--- src/hw/rtl/cursor_sprite_overlay_top_assert.svh ---
// ---------------------------------------------------------------------------
// cursor_sprite_overlay_top_assert : assertion macros for the cursor overlay
// Clocked on clk, switched off while rst_n is low.
// ---------------------------------------------------------------------------
`ifndef CURSOR_SPRITE_OVERLAY_TOP_ASSERT_SVH
`define CURSOR_SPRITE_OVERLAY_TOP_ASSERT_SVH

// Same-cycle implication
`define CSO_ASSERT_NOW(label, ante, cons) \
  label: assert property (@(posedge clk) disable iff (!rst_n) (ante) |-> (cons)) \
    else $error("cursor overlay check failed");

// Next-cycle implication
`define CSO_ASSERT_NEXT(label, ante, cons) \
  label: assert property (@(posedge clk) disable iff (!rst_n) (ante) |=> (cons)) \
    else $error("cursor overlay check failed");

`endif

--- src/hw/rtl/cso_pkg.sv ---
// ---------------------------------------------------------------------------
// cso_pkg : cursor overlay types and constants
// Cursor bitmaps, hotspot, register map and shared types.
// ---------------------------------------------------------------------------
package cso_pkg;

  localparam int COORD_W  = 12;
  localparam int SIZE_W   = 13;
  localparam int DIFF_W   = 14;
  localparam int CELL_W   = 4;
  localparam int PIX_W    = 32;

  localparam int CURSOR_SIZE = 16;
  localparam int HOTSPOT_X   = 2;
  localparam int HOTSPOT_Y   = 14;

  localparam logic [PIX_W-1:0] PIX_BLACK = 32'hFF00_0000;
  localparam logic [PIX_W-1:0] PIX_WHITE = 32'hFFFF_FFFF;

  localparam logic [SIZE_W-1:0] WIDTH_RST  = 13'd1920;
  localparam logic [SIZE_W-1:0] HEIGHT_RST = 13'd1080;

  // Register map, index = paddr[4:2]
  localparam int PADDR_W = 5;
  localparam logic [2:0] REG_POINTER_X = 3'd0;
  localparam logic [2:0] REG_POINTER_Y = 3'd1;
  localparam logic [2:0] REG_ENABLE    = 3'd2;
  localparam logic [2:0] REG_WIDTH     = 3'd3;
  localparam logic [2:0] REG_HEIGHT    = 3'd4;

  // Row 0 is the top cursor row (lowest pixel row); bit 15 is cursor column 0
  localparam logic [15:0] BODY_ROWS [CURSOR_SIZE] = '{
    16'h0000, 16'h0180, 16'h0180, 16'h0300, 16'h2300, 16'h3600, 16'h3e00, 16'h3fc0,
    16'h3f80, 16'h3f00, 16'h3e00, 16'h3c00, 16'h3800, 16'h3000, 16'h2000, 16'h0000
  };

  localparam logic [15:0] EDGE_ROWS [CURSOR_SIZE] = '{
    16'h01c0, 16'h0240, 16'h0240, 16'h6480, 16'h5480, 16'h4900, 16'h4100, 16'h4020,
    16'h4040, 16'h4080, 16'h4100, 16'h4200, 16'h4400, 16'h4800, 16'h5000, 16'h6000
  };

  typedef enum logic [1:0] {
    HIT_NONE = 2'd0,
    HIT_BODY = 2'd1,
    HIT_EDGE = 2'd2
  } hit_t;

  typedef struct packed {
    logic [COORD_W-1:0] pointer_x;
    logic [COORD_W-1:0] pointer_y;
    logic               enable;
    logic [SIZE_W-1:0]  width;
    logic [SIZE_W-1:0]  height;
  } cso_cfg_t;

endpackage

--- src/hw/rtl/cso_hit.sv ---
// ---------------------------------------------------------------------------
// cso_hit : cursor cell lookup
// Classifies one pixel position as body, outline or pass-through.
// ---------------------------------------------------------------------------
module cso_hit import cso_pkg::*; (
  input  cso_cfg_t           cfg,
  input  logic [COORD_W-1:0] col,
  input  logic [COORD_W-1:0] row,
  output hit_t               hit
);

  logic [DIFF_W-1:0] dx;
  logic [DIFF_W-1:0] dy;
  logic              in_image;
  logic              in_cell;
  logic [CELL_W-1:0] cc;
  logic [CELL_W-1:0] cr;
  logic [CELL_W-1:0] bit_idx;
  logic              body_bit;
  logic              edge_bit;

  // Cell offset, two's complement; inside the cell iff upper bits all zero
  assign dx = {2'b00, col} + DIFF_W'(HOTSPOT_X) - {2'b00, cfg.pointer_x};
  assign dy = {2'b00, row} + DIFF_W'(HOTSPOT_Y) - {2'b00, cfg.pointer_y};

  assign in_cell  = (dx[DIFF_W-1:CELL_W] == '0) && (dy[DIFF_W-1:CELL_W] == '0);
  assign in_image = ({1'b0, col} < cfg.width) && ({1'b0, row} < cfg.height);

  assign cc      = dx[CELL_W-1:0];
  assign cr      = dy[CELL_W-1:0];
  assign bit_idx = CELL_W'(CURSOR_SIZE - 1) - cc;

  assign body_bit = BODY_ROWS[cr][bit_idx];
  assign edge_bit = EDGE_ROWS[cr][bit_idx];

  always_comb begin
    hit = HIT_NONE;
    if (cfg.enable && in_image && in_cell) begin
      if (body_bit) begin
        hit = HIT_BODY;
      end else if (edge_bit) begin
        hit = HIT_EDGE;
      end
    end
  end

endmodule

--- src/hw/rtl/cursor_sprite_overlay_top.sv ---
// ---------------------------------------------------------------------------
// cursor_sprite_overlay_top : 16x16 hardware cursor over a BGRA pixel stream
// Path: an accepted word goes to the input register (s1), then to the result register on out_.
// Throughput: one word per cycle while out_ready is high, set by the input and result register pair.
// Reset: sync active-low; clears valids and loads register reset values.
// ---------------------------------------------------------------------------
`include "cursor_sprite_overlay_top_assert.svh"

module cursor_sprite_overlay_top import cso_pkg::*; (
  input  logic               clk,
  input  logic               rst_n,

  // Pixel input channel
  input  logic               in_valid,
  output logic               in_ready,
  input  logic [COORD_W-1:0] in_pixel_col,
  input  logic [COORD_W-1:0] in_pixel_row,
  input  logic [PIX_W-1:0]   in_pixel_in,

  // Result channel
  output logic               out_valid,
  input  logic               out_ready,
  output logic [PIX_W-1:0]   out_pixel_out,
  output logic [1:0]         out_cursor_hit,

  // APB-style register port
  input  logic               cfg_psel,
  input  logic               cfg_penable,
  input  logic               cfg_pwrite,
  input  logic [PADDR_W-1:0] cfg_paddr,
  input  logic [31:0]        cfg_pwdata,
  output logic [31:0]        cfg_prdata,
  output logic               cfg_pready
);

  // -------------------------------------------------------------------------
  // Registers. Writes land on the access phase; pready is tied high so
  // there are never wait states. Unmapped indexes are dropped on write and
  // read as zero.
  // -------------------------------------------------------------------------
  cso_cfg_t   cfg_r;
  cso_cfg_t   cfg_nxt;
  logic       cfg_wr;
  logic [2:0] reg_idx;

  assign cfg_pready = 1'b1;
  assign reg_idx    = cfg_paddr[PADDR_W-1:2];
  assign cfg_wr     = cfg_psel && cfg_penable && cfg_pwrite && cfg_pready;

  always_comb begin
    cfg_nxt = cfg_r;
    if (cfg_wr) begin
      case (reg_idx)
        REG_POINTER_X: cfg_nxt.pointer_x = cfg_pwdata[COORD_W-1:0];
        REG_POINTER_Y: cfg_nxt.pointer_y = cfg_pwdata[COORD_W-1:0];
        REG_ENABLE:    cfg_nxt.enable    = cfg_pwdata[0];
        REG_WIDTH:     cfg_nxt.width     = cfg_pwdata[SIZE_W-1:0];
        REG_HEIGHT:    cfg_nxt.height    = cfg_pwdata[SIZE_W-1:0];
        default:       cfg_nxt = cfg_r;
      endcase
    end
  end

  always_comb begin
    case (reg_idx)
      REG_POINTER_X: cfg_prdata = 32'(cfg_r.pointer_x);
      REG_POINTER_Y: cfg_prdata = 32'(cfg_r.pointer_y);
      REG_ENABLE:    cfg_prdata = 32'(cfg_r.enable);
      REG_WIDTH:     cfg_prdata = 32'(cfg_r.width);
      REG_HEIGHT:    cfg_prdata = 32'(cfg_r.height);
      default:       cfg_prdata = '0;
    endcase
  end

  always_ff @(posedge clk) begin
    if (!rst_n) begin
      cfg_r.pointer_x <= '0;
      cfg_r.pointer_y <= '0;
      cfg_r.enable    <= 1'b0;
      cfg_r.width     <= WIDTH_RST;
      cfg_r.height    <= HEIGHT_RST;
    end else begin
      cfg_r <= cfg_nxt;
    end
  end

  // -------------------------------------------------------------------------
  // Two-register pipe: input stage (s1) then result stage. Both move on
  // together whenever the result register is empty or being drained, so
  // a full pipe keeps streaming one word per cycle under out_ready.
  // -------------------------------------------------------------------------
  logic               s1_valid_r;
  logic [COORD_W-1:0] s1_col_r;
  logic [COORD_W-1:0] s1_row_r;
  logic [PIX_W-1:0]   s1_pix_r;

  logic               out_valid_r;
  logic [PIX_W-1:0]   out_pixel_out_r;
  hit_t               out_cursor_hit_r;

  logic               advance;
  logic               in_acc;
  hit_t               hit;
  logic [PIX_W-1:0]   pix_nxt;

  assign advance  = !out_valid_r || out_ready;
  assign in_ready = !s1_valid_r || advance;
  assign in_acc   = in_valid && in_ready;

  // Cell lookup on the registered pixel position
  cso_hit u_hit (
    .cfg (cfg_r),
    .col (s1_col_r),
    .row (s1_row_r),
    .hit (hit)
  );

  // Body wins over outline inside the lookup; here only the colour select
  always_comb begin
    case (hit)
      HIT_BODY: pix_nxt = PIX_BLACK;
      HIT_EDGE: pix_nxt = PIX_WHITE;
      default:  pix_nxt = s1_pix_r;
    endcase
  end

  // Control
  always_ff @(posedge clk) begin
    if (!rst_n) begin
      s1_valid_r  <= 1'b0;
      out_valid_r <= 1'b0;
    end else begin
      if (in_ready) begin
        s1_valid_r <= in_valid;
      end
      if (advance) begin
        out_valid_r <= s1_valid_r;
      end
    end
  end

  // Payload, no reset needed
  always_ff @(posedge clk) begin
    if (in_acc) begin
      s1_col_r <= in_pixel_col;
      s1_row_r <= in_pixel_row;
      s1_pix_r <= in_pixel_in;
    end
    if (advance && s1_valid_r) begin
      out_pixel_out_r  <= pix_nxt;
      out_cursor_hit_r <= hit;
    end
  end

  assign out_valid      = out_valid_r;
  assign out_pixel_out  = out_pixel_out_r;
  assign out_cursor_hit = out_cursor_hit_r;

  // -------------------------------------------------------------------------
  // Checks
  // -------------------------------------------------------------------------
  `CSO_ASSERT_NOW(a_body_black, out_valid_r && (out_cursor_hit_r == HIT_BODY),
                  out_pixel_out_r == PIX_BLACK)
  `CSO_ASSERT_NOW(a_edge_white, out_valid_r && (out_cursor_hit_r == HIT_EDGE),
                  out_pixel_out_r == PIX_WHITE)
  `CSO_ASSERT_NOW(a_full_stall, s1_valid_r && out_valid_r && !out_ready, !in_ready)
  `CSO_ASSERT_NEXT(a_fill_result, s1_valid_r && !out_valid_r, out_valid_r)

endmodule
--- config.mk ---
export PLATFORM = sky130hd
export DESIGN_NAME = cursor_sprite_overlay_top
export DESIGN_NICKNAME = d
export VERILOG_FILES = /design/src/hw/rtl/cso_pkg.sv /design/src/hw/rtl/cso_hit.sv /design/src/hw/rtl/cursor_sprite_overlay_top.sv
export VERILOG_INCLUDE_DIRS = /design/src /design/src/hw/rtl
export SDC_FILE = /design/constraint.sdc
export NUM_CORES = 1
export LEC_CHECK = 0
export BUFFER_PORTS_ARGS = -buffer_cell sky130_fd_sc_hd__buf_2
export CAP_MARGIN = 20
export CORE_UTILIZATION = 56
export CTS_CLUSTER_DIAMETER = 120
export DETAILED_ROUTE_END_ITERATION = 8
export GPL_ROUTABILITY_DRIVEN = 0
export HOLD_SLACK_MARGIN = 0.06
export PLACE_DENSITY = 0.85
export SYNTH_ARGS = -nofsm -noshare
export SYNTH_HDL_FRONTEND = slang
export SYNTH_SLANG_ARGS = --single-unit
--- constraint.sdc ---
create_clock -name clk -period 5.11 [get_ports clk]
set_input_delay 0.7665 -clock clk [delete_from_list [all_inputs] [get_ports clk]]
set_output_delay 0.7665 -clock clk [all_outputs]
set_load 0.02 [all_outputs]
==> impl_results.md, run 1 <==
* Clock share of power at 40.8%
* Net count reported at finish at 1,140
* Wire per inst at 16.6 um
* Worst Setup End Kind: flop
* TritonCTS Sinks at 143
* Die Footprint at 15,200 um^2
* Die W at 123 um
* Post-synthesis compound-gate area fraction at 14.1%
* Synth Area in XOR/XNOR at approximately 3.2%
* Num rows at 43
* Pleak at 3.91 nW
* Sw Ratio at between 20% and 30%
* Number of buffers added on ports at 127
* GR Util All Layers at 26.3%
* Async set or reset register ratio after synthesis at 0%
* Top-count cell post-synth: nand2_1
* I/O Pins at 169
* Post-Synthesis Cells at roughly 870
* HP Class: flop to flop
* Register bit total from synthesis at 143
* Area growth syn-to-layout at 16.3%
* CTS tree: built
* Yosys warns at 0
* CP max-delay cell: or4_4
* Max cap viols at 0
* Critical path data required time at 5280 ps
* Power share of the sequential group at 44.5%
* Drt pass-1 iters at 5
* Initial drt markers at 692
* Pins Over Slew Limit at 0
* Antenna viol nets, final at 0
* Mux contribution to synthesized area at 4.07%
* Initial core utilization at 58.5%
* First-pass GRT wire length at a little over 30,000 um
* Max incr delay on CP at around 470 ps
* Sequential cell area fraction in the yosys report at 45.7%
* Hold Slack at ~490 ps
* Root Driver: clkbuf_16
* Setup Skew at 23.2 ps
* Largest family of logic cells by synthesized area: simple AND/OR/NAND/NOR gates
* Status: finished clean
* Synthesized cell area at 8240 um^2
* Arr. time, crit path at 5020 ps
* Achievable Freq at about 0.21 GHz
* Initial antenna violation count at 0
* Inserted Diodes at 0
* Overall Power at 0.00293 W
* Via count at 6,736
* Vias per inst at 5.73
* Setup TNS at 0 ps
* Finished Core Util at 68.0%
* DR DRC count at 0
* Net Sw Power at approximately 0.00084 W
* Largest net degree at the start of global routing at 57
* Ys flop type: edfxtp_1
* CP Launch Type: flop
* Top post-synthesis cells by area: edfxtp_1 (33%), dfxtp_1 (13%), ha_1 (8.4%), nand2_1 (7.2%), mux2i_1 (3.5%)
* CTS Buffer Depth at 2
* Pwr dens at 305 nW/um^2
* Vias in the first global route at slightly above 6k
* Distinct cells, synth at 62
* Final wirelength at 19,500 um
* Die height at roughly 120 um
* Setup slack, reg-to-reg at 260 ps
* Synth Area per Inst at roughly 9.5 um^2
* Pre-CTS setup slack at 108 ps
* Adder-Cell Fraction of Synth Area at 8.84%
* CP cell instances: inv_1 -> ha_1 -> nand2b_1 -> nand2b_1 -> xnor2_1 -> ha_1 -> a21oi_2 -> o22ai_1 -> a2111o_1 -> a2111oi_2 -> o2111ai_1 -> nand4b_1 -> or4_4 -> or3_1 -> ha_1 -> nand2b_1 -> buf_12 -> nand2_1
* Dpl hpwl at approximately 14,000 um
* Gr ovfl total at 0
* Final worst slack at 258 ps
* Crit-path max FO at 24
* Tcrit/Tclk final at 95.0%
* Peak supply drop at 0.224 mV
* Fin crit period at 4850 ps
* WP buf/inv at 2
* H-Tree Depth at 4
* Clock slew at reported path FFs at 60 ps
* CTS Buf Count at 17
* CP top delay family: simple AND/OR/NAND/NOR gates
* Post-synth top area cell: edfxtp_1
* Internal at 0.00209 W
* Simple-gate area share of the yosys netlist at approximately 18%
* Post-synth top area share at 32.8%
* Crit Path Category: flop to flop
* Most frequent cells after synthesis: nand2_1 (159), edfxtp_1 (90), inv_1 (62), ha_1 (55), dfxtp_1 (53)
* Ratio of cells with drive above 1 in the final layout at between 15 and 20%
* Gate power share at 14.7%
* Number of synthesized flops with an enable pin at 90
* Final hold viol count at 0
* Final setup violation count at 0
* Slew margin rel. at 36.6%
* RSZ-0062 raised after global routing: no
* Skew-Pair Late Insertion Delay at 430 ps
* Placeable Area at 14,100 um^2
* Least-Margin Pin Slew at 945 ps
[worst paths after layout]
kind | from | end | cells past startpoint
max | s1_row_r[1] | out_pixel_out[14] | 18
min | cfg_r[9] | cfg_r[9] | 2
max reg2reg | s1_row_r[1] | out_pixel_out[14] | 18
min reg2reg | cfg_r[9] | cfg_r[9] | 2
[state kept, by name, indices dropped and copies added (netlist names)]
signal	cells
cfg_r	51
out_cursor_hit	2
out_pixel_out	32
out_valid	1
s1_col_r	12
s1_pix_r	32
s1_row_r	12
s1_valid_r	1
[power groups by stage]
stage / clock [W] / sequential, W / combinational (W)
3_5_place_dp: 0 / 0.00132 / 0.000417
3_3_place_gp: 0 / 0.00132 / 0.000409
5_1_grt: 0.00125 / 0.00130 / 0.000474
6_report: 0.00119 / 0.00130 / 0.000431
4_1_cts: 0.00121 / 0.00130 / 0.000422
2_1_floorplan: 0 / 0.00133 / 0.000298
[cells in the final DEF (no fill, tap or decap), drive strengths merged, types with 4 or more instances in the layout]
cell type,n
nand4,9
xnor2,18
and2,7
nand3,18
xor2,12
nor2b,19
o32ai,4
o2111ai,4
a31oi,5
o21a,8
mux2i,29
nand2,159
nand2b,20
clkbuf,17
o211ai,11
o21ai,23
nand4b,6
o31ai,5
dfxtp,53
clkinv,6
a21o,8
nor3,10
buf,135
conb,20
nor4,4
ha,55
or4,4
a21oi,49
nor2,39
and3,6
a211oi,7
edfxtp,90
inv,70
a21boi,31
[layout make-up]
cell class                 instances  area (um^2)
clock buffer                      17          425
clock inverter                    15          150
fill                            1052         4510
inverter                          62          233
multi-input combinational        624         4060
sequential                       143         3760
tap                              180          225
timing repair buffer             135          721
[kinds of logic after synthesis]
group	Yosys count
XOR/XNOR	30
AND/OR/NAND/NOR	312
other	2
multiplexers	32
buffers and inverters	116
flip-flops	143
AO/OA/AOI/OAI	173
adder cells (fa/ha/maj)	57
[per-layer routing]
metal | track usage (%) | wire length [um] | up-vias
met2 | 41.6 | 9510 | 277
met5 | 0 | 0 | -
met3 | 4.75 | 1200 | 46
li1 | - | - | 3247
met4 | 13.9 | 706 | 0
met1 | 34.4 | 8100 | 3166
[timing repair]
action / CTS / global route
resized for setup: 0 / 1
hold buffers: 0 / 0
buffers inserted: 0 / 1
endpoints found under the setup margin: 0 / 32
[metrics by stage]
step	instance area [um^2]	std cells
after global routing	9580	1176
after CTS	9570	1175
after detailed placement	8990	1143
after global placement	8990	1143
after floorplan	8310	883
final	9580	1176
[tightest hold or removal path: stages (launching register included)]
cell      delay (ps)
dfxtp_1          320
nand2_1           50
a21boi_0          70
No activity file was read; power rests on OpenSTA's default activity.
==> inputs of run 2 (changes only) <==
--- a/config.mk
+++ b/config.mk
@@ -13,6 +13,7 @@
 export DETAILED_ROUTE_END_ITERATION = 8
 export GPL_ROUTABILITY_DRIVEN = 0
 export HOLD_SLACK_MARGIN = 0.06
+export MAX_ROUTING_LAYER = met4
 export PLACE_DENSITY = 0.85
 export SYNTH_ARGS = -nofsm -noshare
 export SYNTH_HDL_FRONTEND = slang
==> run 2 against run 1 <==
  * Largest cell class unchanged
  * Worst setup slack improved by 9.4 ps
  * Global-route usage rose by 0.78 points
  * Maximum frequency rose by 0.19%
  * Highest routed layer unchanged
  * Sequential share of layout area did not move
==> impl_results.md, run 2 (synthesis gave the netlist of run 1 again) <==
* Area growth syn-to-layout at 16.3%
* Critical path data required time at around 5300 ps
* Die Footprint at 15,200 um^2
* Ratio of cells with drive above 1 in the final layout at 18.4%
* Fillers at 1,052
* Antenna viol nets, final at 0
* Initial drt markers at 708
* RSZ-0062 raised after global routing: no
* Initial antenna violation count at 0
* Skew-Pair Late Insertion Delay at approximately 420 ps
* Commonest non-fill, non-tap cell in the layout: nand2_1
* Critical hold path startpoint: cfg_r[44]
* First-pass GRT wire length at 30,300 um
* Most frequent cells in the layout: nand2_1 (159), buf_2 (127), edfxtp_1 (90)
* Pleak at 3.91 nW
* Placeable Area at 14,100 um^2
* Vias in the first global route at 6,061
* Largest net degree at the start of global routing at 57
* Root Driver: clkbuf_16
* Achievable Freq at 0.206 GHz
* Drt pass-1 iters at 6
* Dpl hpwl at 13,800 um
* Fin crit period at roughly 4800 ps
* CP Launch Type: flop
* HP Class: flop to flop
* Pwr dens at between 300 and 400 nW/um^2
* Max FFs per register at between 50 and 60
* Clock slew at reported path FFs at ~60 ps
* TritonCTS Sinks at 143
* I/O Pins at between 150 and 200
* Vias per inst at around 5.7
* Setup TNS at 0 ps
* Gr ovfl total at 0
* Status: finished clean
* Final setup violation count at 0
* Post-CTS Hold Buffers at 0
* Number of buffers added on ports at ~130
* Max cap viols at 0
* Crit-path max FO at 24
* Num rows at 43
* Die W at 123 um
* Final hold viol count at 0
* H-Tree Depth at 4
* Slew margin rel. at a little over a third
* Worst hold path endpoint: cfg_r[44]
* Layout Cells excl Fill at 1,176
* Area of the multi-input gates at 4060 um^2
* FF-to-FF Start: s1_row_r[1]
* Hold Slack at ~490 ps
* Initial core utilization at roughly 60%
* Setup slack, reg-to-reg at between 200 and 300 ps
* Net count reported at finish at roughly 1.1k
* CTS tree: built
* Inserted Diodes at 0
* GR Util All Layers at 27.1%
* Placed cell count at 1,143
* Least-Margin Pin Slew at 948 ps
* Arr. time, crit path at 5020 ps
* Tcrit/Tclk final at 94.8%
* Via count at 6,737
* Crit Path Category: flop to flop
* CTS Buf Count at 17
* Worst Setup End Kind: flop
* Sequential Area at between 3000 and 4000 um^2
* Setup Skew at approximately 11 ps
* R2R depth at 18
* Hold path cells at 2
* Final wirelength at between 15,000 and 20,000 um
* DR DRC count at 0
* Die height at 123 um
* Largest reg by FF count: cfg_r
* Reg2reg end: out_pixel_out[14]
* Pins Over Slew Limit at 0
* Peak supply drop at ~0.23 mV
* Wire per inst at 16.5 um
* CTS Buffer Depth at 2
-- run 2: per-stage QoR --
| stage | worst slack [ps] | total power, W | utilization, % | instance area [um^2] |
|---|---|---|---|---|
| 6_report | 267 | 0.00293 | 68.0 | 9580 |
| 3_3_place_gp | 197 | 0.00173 | 63.8 | 8990 |
| 2_1_floorplan | 494 | 0.00163 | - | 8310 |
| 3_5_place_dp | 108 | 0.00174 | 63.8 | 8990 |
| 5_1_grt | 55.0 | 0.00303 | 68.0 | 9580 |
| 4_1_cts | 66.5 | 0.00293 | 67.9 | 9570 |
-- run 2: power by group --
part,internal (W),total (W),switching [W]
clock network,0.000648,0.00120,0.000553
registers,0.00128,0.00130,0.0000251
logic,0.000167,0.000431,0.000264
-- run 2: area by class of cell --
| class | count | share of cell area [%] |
|---|---|---|
| clock buffer | 17 | 4.44 |
| clock inverter | 15 | 1.57 |
| inverter | 62 | 2.43 |
| multi-input combinational | 624 | 42.4 |
| sequential | 143 | 39.3 |
| tap | 180 | 2.35 |
| timing repair buffer | 135 | 7.52 |
-- run 2: timing repair --
item | in CTS | in global routing
resized for setup | 0 | 1
setup buffers | 0 | 1
setup endpoints to repair | 0 | 32
-- run 2: how the worst max path moves through the flow --
stage	start	end	slack, ps	cells past startpoint
final	s1_row_r[1]	out_pixel_out[14]	270	18
after global routing	s1_row_r[1]	out_pixel_out[14]	60	19
after CTS	s1_row_r[1]	out_pixel_out[7]	70	17
after detailed placement	s1_row_r[1]	out_pixel_out[15]	110	17
after global placement	s1_row_r[1]	out_pixel_out[18]	200	17
after floorplan	s1_row_r[1]	out_pixel_out[0]	490	19
-- run 2: worst max-delay path, stage by stage (launching register included) --
cell and delay, ps:
edfxtp_1 390, inv_1 80, ha_1 220, nand2b_1 200
nand2b_1 160, xnor2_1 160, ha_1 400, a21oi_2 240
o22ai_1 110, a2111o_1 440, a2111oi_2 210, o2111ai_1 150
nand4b_1 200, or4_4 480, or3_1 370, ha_1 350
nand2b_1 180, buf_12 170, nand2_1 70
-- run 2: routing by layer --
| metal | wire [um] | part of all wire, % | vias to the layer above | GRT usage, % |
|---|---|---|---|---|
| met5 | 0 | 0 | - | - |
| met4 | 771 | 4.0 | 0 | 14.1 |
| met3 | 1140 | 5.9 | 54 | 4.29 |
| met2 | 9400 | 48 | 279 | 41.8 |
| met1 | 8140 | 42 | 3144 | 34.3 |
| li1 | - | - | 3260 | - |
